**src/rtl/assert_macros.svh**
```systemverilog
// assertion helpers
`ifndef ASSERT_MACROS_SVH
`define ASSERT_MACROS_SVH
`ifndef SYNTHESIS
`define CHK_IMPL(label, clk, rst_n, a, c) \
	label: assert property (@(posedge clk) disable iff (!rst_n) (a) |-> (c)) \
		else $error("check failed");
`define CHK_NEXT(label, clk, rst_n, a, c) \
	label: assert property (@(posedge clk) disable iff (!rst_n) (a) |=> (c)) \
		else $error("check failed");
`else
`define CHK_IMPL(label, clk, rst_n, a, c)
`define CHK_NEXT(label, clk, rst_n, a, c)
`endif
`endif

```
**src/rtl/pll_pkg.sv**
```systemverilog
package pll_pkg;
	localparam int KEY_W = 64;
	localparam int EB_W  = 11;
	localparam int ST_W  = 17;

	typedef enum logic [1:0] {
		OP_CLEAR  = 2'd0,
		OP_LOAD   = 2'd1,
		OP_BUILD  = 2'd2,
		OP_LOOKUP = 2'd3
	} op_t;

	typedef enum logic [1:0] {
		ST_OK      = 2'd0,
		ST_FULL    = 2'd1,
		ST_ORDER   = 2'd2,
		ST_NOTBUILT = 2'd3
	} status_t;

	localparam logic CFG_ERROR_BOUND = 1'b0;
	localparam logic CFG_SEG_TARGET  = 1'b1;

	typedef enum logic [4:0] {
		S_IDLE,
		S_LOAD_RD,
		S_LOAD_CHK,
		S_BLD_DIV,
		S_BLD_SIZE,
		S_BLD_SEG,
		S_BLD_RD,
		S_BLD_WAIT,
		S_BLD_WR,
		S_LK_SEG,
		S_LK_PRE,
		S_LK_DIV,
		S_LK_WIN,
		S_LK_RD,
		S_LK_WAIT,
		S_LK_STEP,
		S_LK_FIN_RD,
		S_LK_FIN_WAIT,
		S_LK_FIN,
		S_OUT
	} state_t;
endpackage

```
**src/rtl/pll_div.sv**
```systemverilog
// restoring divider, one quotient bit per cycle: q = floor(num / den), num < 2^NW
module pll_div
	import pll_pkg::*;
#(
	parameter int NW = 128,
	parameter int DW = 64
) (
	input  logic          clk,
	input  logic          arst_n,
	input  logic          start,
	input  logic [NW-1:0] num,
	input  logic [DW-1:0] den,
	output logic          done,
	output logic [NW-1:0] quot
);
	localparam int CW = $clog2(NW + 1);
	logic [DW:0]   rem_q;
	logic [NW-1:0] num_q;
	logic [DW-1:0] den_q;
	logic [CW-1:0] cnt_q;
	logic          busy_q;
	logic [DW:0]   shifted;
	logic [DW:0]   diff;

	assign shifted = {rem_q[DW-1:0], num_q[NW-1]};
	assign diff    = shifted - {1'b0, den_q};

	always_ff @(posedge clk or negedge arst_n) begin
		if (!arst_n) begin
			busy_q <= 1'b0;
			cnt_q  <= '0;
			done   <= 1'b0;
		end else begin
			done <= !start && busy_q && (cnt_q == CW'(1));
			if (start) begin
				busy_q <= 1'b1;
				cnt_q  <= CW'(NW);
			end else if (busy_q) begin
				cnt_q <= cnt_q - 1'b1;
				if (cnt_q == CW'(1)) begin
					busy_q <= 1'b0;
				end
			end
		end
	end

	always_ff @(posedge clk) begin
		if (start) begin
			rem_q <= '0;
			num_q <= num;
			den_q <= den;
			quot  <= '0;
		end else if (busy_q) begin
			num_q <= {num_q[NW-2:0], 1'b0};
			if (!diff[DW]) begin
				rem_q <= diff;
				quot  <= {quot[NW-2:0], 1'b1};
			end else begin
				rem_q <= shifted;
				quot  <= {quot[NW-2:0], 1'b0};
			end
		end
	end
endmodule

```
**config.mk**
```make
export PLATFORM = sky130hd
export DESIGN_NAME = pll_div
export DESIGN_NICKNAME = d
export VERILOG_FILES = /design/src/rtl/assert_macros.svh /design/src/rtl/pll_pkg.sv /design/src/rtl/pll_div.sv
export SDC_FILE = /design/constraint.sdc
export NUM_CORES = 1
export LEC_CHECK = 0
export ABC_CLOCK_PERIOD_IN_PS = 4000
export BUFFER_PORTS_ARGS = -buffer_cell sky130_fd_sc_hd__clkbuf_2
export CORE_MARGIN = 10
export CORE_UTILIZATION = 31
export DETAILED_ROUTE_END_ITERATION = 16
export PLACE_DENSITY = 0.62
export SLEW_MARGIN = 5
export SYNTH_ARGS = -nofsm -noshare
export SYNTH_HDL_FRONTEND = slang
export SYNTH_SLANG_ARGS = --single-unit
```
**constraint.sdc**
```tcl
create_clock -name clk -period 4 [get_ports clk]
set_input_delay 0.8 -clock clk [delete_from_list [all_inputs] [get_ports clk]]
set_output_delay 0.8 -clock clk [all_outputs]
set_load 0.1 [all_outputs]
```
==> results of run 1 <==
through the flow:
step	setup slack, ns	instances	util, %	hold WS [ns]	cell area, um^2
detailed placement	0.258	2827	35.5	0.480	21500
CTS	0.235	2913	38.0	0.0464	23000
global placement	0.352	2827	35.5	0.473	21500
floorplan	0.180	1794	-	0.446	19000
global route	0.0316	2913	38.0	0.0672	23000
finish	0.320	2913	38.0	0.0757	23000
final cells by class:
type,count,area share [%]
Sequential cell,394,42.8
Inverter,86,1.42
Clock buffer,63,5.64
Tap cell,782,4.25
Multi-Input combinational cell,1225,36.8
Timing Repair Buffer,340,8.05
Clock inverter,23,1.06
worst max-delay path by stage:
stage               cells past startpoint  slack [ns]        end
floorplan                               4        0.18   num_q[0]
global placement                       14        0.35  rem_q[27]
detailed placement                     14        0.26   rem_q[2]
CTS                                    14        0.23  rem_q[49]
global route                           13        0.03  rem_q[62]
finish                                 13        0.32  rem_q[62]
logic make-up after synthesis:
group / count (synthesis) / synth area share (%)
AO/OA/AOI/OAI: 321 / 11.1
XOR/XNOR: 56 / 2.58
adder cells (fa/ha/maj): 67 / 4.44
buffers and inverters: 175 / 3.67
flip-flops: 394 / 51.8
multiplexers: 264 / 14.7
AND/OR/NAND/NOR: 517 / 11.7
sequential cells by signal, summed over array words and instances (netlist names):
name and cells:
num_q 128, quot 128, den_q 64, rem_q 64
cnt_q 8, busy_q 1, done 1
routing by layer:
metal / global-route usage (%) / part of all wire [%]
met1: 16.2 / 41
met2: 23.3 / 48
met3: 5.32 / 8.5
met4: 3.97 / 2.4
met5: 0 / 0.10
placed cells by master (no fill, tap or decap), drive strengths merged, types with 49 or more instances in the layout:
cell type | synthesis | final
a311oi | 49 | 49
mux2 | 128 | 128
clkbuf | 55 | 385
ha | 66 | 66
a21oi | 101 | 101
nor2 | 231 | 231
dfxtp | 192 | 192
inv | 86 | 85
edfxtp | 192 | 192
mux2i | 136 | 136
nand2 | 172 | 172
o21ai | 63 | 63
where the power goes:
group,switching [mW],internal [mW]
Sequential,0.154,4.59
Combinational,0.756,0.612
Clock,1.76,2.49
worst max-delay path, cell delays in order (launching register included):
cell and delay [ns]:
edfxtp_1 0.40, inv_1 0.08, ha_1 0.18, fa_1 0.20, nand2b_1 0.15, a21oi_1 0.10
o21ai_1 0.31, a21oi_1 0.15, o21ba_2 0.27, o31ai_1 0.72, mux2_2 0.41, nor4_1 0.33
a311oi_2 0.14, o21a_1 0.15
repair_timing:
action / 4_1_cts / 5_1_grt
endpoints found under the setup margin: 0 / 7
gates resized for setup: 0 / 1
hold endpoints to repair: 0 / 0
==> impl_metrics.json, run 1 <==
{
  "slew_headroom_pct": 34.1,
  "worstRegToRegCells": 13,
  "die_h_um": 268,
  "die_w_um": 268,
  "tns_ns": 0,
  "cts-htree-levels": 2,
  "n_antenna_cell": 0,
  "criticalPathCategory": "register to register",
  "wirelength_um": 51500,
  "clkSinkCount": 394,
  "startpoint": "num_q[127]",
  "synth_area_um2": 19000,
  "start_util_pct": 31.4,
  "r2r_end": "rem_q[62]",
  "finClkSkew_ns": 0.0277,
  "vdd_ir_drop_max_v": 0.000363,
  "globalRouteOverflowTotal": 0,
  "place_congestion": 0.921,
  "synth_commonest_cells": "nor2_1 (231), dfxtp_1 (192), edfxtp_1 (192)",
  "cts_buffers": 46,
  "grt_setup_unrepaired": "false",
  "post-cts-setup-buffers": 0,
  "pin_count": 324,
  "drv_slew": 0,
  "ys_seq_area_share_pct": 51.8,
  "synth_area_per_cell_um2": 10.6,
  "first_iter_violations": 955,
  "critPathArrivalTime_ns": 4.17,
  "grt_pass1_vias": 14500,
  "path_clk_slew_ns": 0.06,
  "finalCriticalPeriod_ns": 3.68,
  "grt_pass1_wl_um": 79700,
  "seq_area_um2": 9860,
  "end_kind": "register",
  "grt_use_total_pct": 13.8,
  "yosys.area.top_type": "edfxtp_1",
  "netlist.area_leader.share_pct": 30.3,
  "fill_cells": 5994,
  "grt_max_degree": 171,
  "fin_crit_sh_pct": 92.0,
  "syn-instance-count": 1794,
  "layout.nets": 2355,
  "hold_viol_final": 0,
  "cp-start-kind": "register",
  "remaining_drc_errors": 0,
  "avgViaCountPerCell": 4.94,
  "num_rows": 90,
  "syn_to_final_growth_pct": 21.1,
  "leakagePower_nw": 10.5,
  "dieArea_um2": 71700,
  "synth-async-reset-ratio_pct": 2.54,
  "yosysMostFrequentCell": "nor2_1",
  "synth_edf_count": 192,
  "power_mw": 10.4,
  "yosys_register_bits": 394,
  "drive_above_1_share_pct": 26.3,
  "yosysWarnings": 0,
  "syn_nets": 2056,
  "synth_flop_cell": "edfxtp_1",
  "clockBufferDepth": 3,
  "power.density_nw_per_um2": 450,
  "dp_hpwl_um": 37500,
  "clock_latency_ns": 0.59,
  "r2r_slack_ns": 0.32,
  "worstHoldPathType": "primary input to async pin",
  "critical_path_required_ns": 4.49,
  "wl_per_cell_um": 17.7,
  "core-area_um2": 60600,
  "firstDrtPassIters": 5,
  "max_cap_violations": 0,
  "outcome": "finished clean",
  "cts_tree": "done",
  "cts-root-buf": "clkbuf_16",
  "setup_viol": 0,
  "worst_pin_slew_ns": 0.989,
  "portBuffers": 323,
  "grt_antenna_before_repair": 7,
  "synth_cell_types": 72,
  "regToRegStartpoint": "num_q[127]",
  "antenna_left": 0,
  "synthTopCellsByArea": "edfxtp_1 (30%), dfxtp_1 (20%), mux2_2 (7.6%)",
  "ctsHoldBuffers": 0,
  "multi_input_area_um2": 8480,
  "fmax_mhz": 272,
  "crit_fanout": 6,
  "dr_total_vias": 14400
}
Power figures use the tool's default switching activity.
==> inputs of run 2 (changes only) <==
--- a/config.mk
+++ b/config.mk
@@ -7,10 +7,12 @@
 export LEC_CHECK = 0
 export ABC_CLOCK_PERIOD_IN_PS = 4000
 export BUFFER_PORTS_ARGS = -buffer_cell sky130_fd_sc_hd__clkbuf_2
+export CELL_PAD_IN_SITES_DETAIL_PLACEMENT = 2
+export CELL_PAD_IN_SITES_GLOBAL_PLACEMENT = 2
 export CORE_MARGIN = 10
 export CORE_UTILIZATION = 31
 export DETAILED_ROUTE_END_ITERATION = 16
-export PLACE_DENSITY = 0.62
+export PLACE_DENSITY = 0.84
 export SLEW_MARGIN = 5
 export SYNTH_ARGS = -nofsm -noshare
 export SYNTH_HDL_FRONTEND = slang
==> run 2 against run 1 <==
Compared with the run above:
- first-iteration DRC count down 33%
- worst hold slack worse by 0.022 ns
- design area about the same
- global-route usage up 3.9 points
- clock skew up 0.013 ns
- setup slack worse by 0.035 ns
- critical path type unchanged
- critical endpoint is now rem_q[37]
==> impl_metrics.json, run 2 (same netlist as run 1, synthesis figures left out) <==
{
  "outcome": "finished clean",
  "cts_buffers": 48,
  "finClkSkew_ns": 0.0408,
  "power.density_nw_per_um2": 456,
  "slowest_delay_ns": 0.62,
  "place_congestion": 0.843,
  "ctsHoldBuffers": 0,
  "setup_viol": 0,
  "cts-root-buf": "clkbuf_16",
  "wl_per_cell_um": 22.2,
  "cts_tree": "done",
  "start_util_pct": 31.4,
  "crit_path_frequent_cell": "o21ai_0",
  "vdd_ir_drop_max_v": 0.000327,
  "wirelength_um": 64900,
  "dr_total_vias": 14900,
  "num_rows": 90,
  "fmax_mhz": 269,
  "grt_max_degree": 174,
  "final_common_cell": "clkbuf_2",
  "slew_headroom_pct": 33.8,
  "critPathArrivalTime_ns": 4.19,
  "worst_pin_slew_ns": 0.993,
  "clockBufferDepth": 3,
  "cp_slowest_cell": "o21ai_0",
  "cts-htree-levels": 2,
  "firstDrtPassIters": 4,
  "grt_pass1_wl_um": 100000,
  "fill_cells": 6535,
  "syn_to_final_growth_pct": 21.2,
  "final_cell_mix": "clkbuf_2 (322), nor2_1 (231), edfxtp_1 (192), dfxtp_1 (192), nand2_1 (171)",
  "grt_antenna_before_repair": 6,
  "first_iter_violations": 642,
  "grt_setup_unrepaired": "false",
  "reg.largest.list": "num_q x128, quot x128",
  "antenna_left": 0,
  "leakagePower_nw": 10.5,
  "worstHoldPathType": "primary input to async pin",
  "globalRouteOverflowTotal": 0,
  "grt_use_total_pct": 17.8,
  "final_cells": 2923,
  "hold_viol_final": 0,
  "end_kind": "register",
  "dieArea_um2": 71700,
  "grt_pass1_vias": 16800,
  "clkSinkCount": 394,
  "finalCriticalPeriod_ns": 3.72,
  "pin_count": 324,
  "drive_above_1_share_pct": 26.1,
  "layout.nets": 2360,
  "fin_crit_sh_pct": 92.9,
  "crit_fanout": 7,
  "dp.cells": 2830,
  "dp_hpwl_um": 48400,
  "path_clk_slew_ns": 0.06,
  "tns_ns": 0,
  "cp-start-kind": "register",
  "drv_slew": 0,
  "remaining_drc_errors": 0,
  "die_h_um": 268,
  "portBuffers": 323,
  "crit_chain": "inv_1 -> ha_1 -> nor2b_1 -> o21ai_0 -> o21ai_0 -> a21o_1 -> o21ai_0 -> o21ai_0 -> a2111oi_0 -> a31oi_1 -> nand3_1 -> a311oi_1",
  "criticalPathCategory": "register to register",
  "avgViaCountPerCell": 5.11,
  "die_w_um": 268,
  "max_cap_violations": 0,
  "critical_path_required_ns": 4.47,
  "core-area_um2": 60600,
  "clock_latency_ns": 0.61
}
[run 2: stage by stage]
stage	util [%]	total power, mW	area, um^2	hold slack, ns	setup WS, ns
floorplan	-	5.79	19000	0.446	0.180
global placement	35.5	6.19	21500	0.463	0.476
detailed placement	35.5	6.30	21500	0.486	0.272
CTS	38.1	10.7	23100	0.0254	0.233
global route	38.1	11.0	23100	0.0452	0.0202
finish	38.1	10.5	23100	0.0540	0.285
[run 2: metal layers]
layer	up-vias	GRT usage (%)	wire [um]
li1	7054	-	-
met1	7461	19.6	25600
met2	298	32.0	33000
met3	102	5.93	4560
met4	10	5.04	1640
met5	-	0	61
[run 2: where the power goes]
group	internal, mW	leakage [nW]	switching, mW
clock network	2.47	0.755	1.83
logic	0.615	6.10	0.839
registers	4.59	3.65	0.169
total	7.68	10.5	2.84
[run 2: worst max-delay path: cells and delay by family (launching register included)]
kind | cells | cell delay, ns
flops | 1 | 0.38
simple gates | 2 | 0.21
fa+ha+maj | 1 | 0.27
buf+inv | 1 | 0.06
compound gates | 8 | 2.64
[run 2: layout make-up]
type / instances / area, um^2 / share of cell area, %
Antenna cell: 3 / 7.51 / 0.0326
Clock buffer: 68 / 1330 / 5.76
Clock inverter: 22 / 221 / 0.960
Inverter: 86 / 327 / 1.42
Multi-Input combinational cell: 1225 / 8490 / 36.8
Sequential cell: 394 / 9860 / 42.8
Tap cell: 782 / 978 / 4.24
Timing Repair Buffer: 343 / 1850 / 8.03
[run 2: path summary, 6_finish.rpt]
kind                              to  startpoint  slack [ns]  depth (start not counted)
max in group asynchronous     busy_q      arst_n        3.67                          1
min in group clk            den_q[6]      den[6]        0.37                          1
max                        rem_q[37]    den_q[1]        0.28                         12
min reg2reg                rem_q[56]   rem_q[55]        0.49                          2
min                         cnt_q[6]      arst_n        0.05                          1
max reg2reg                rem_q[37]    den_q[1]        0.28                         12
[run 2: repair_timing]
action | 4_1_cts | 5_1_grt
buffers inserted | 0 | 0
gates resized for setup | 0 | 1
endpoints found under the setup margin | 0 | 6
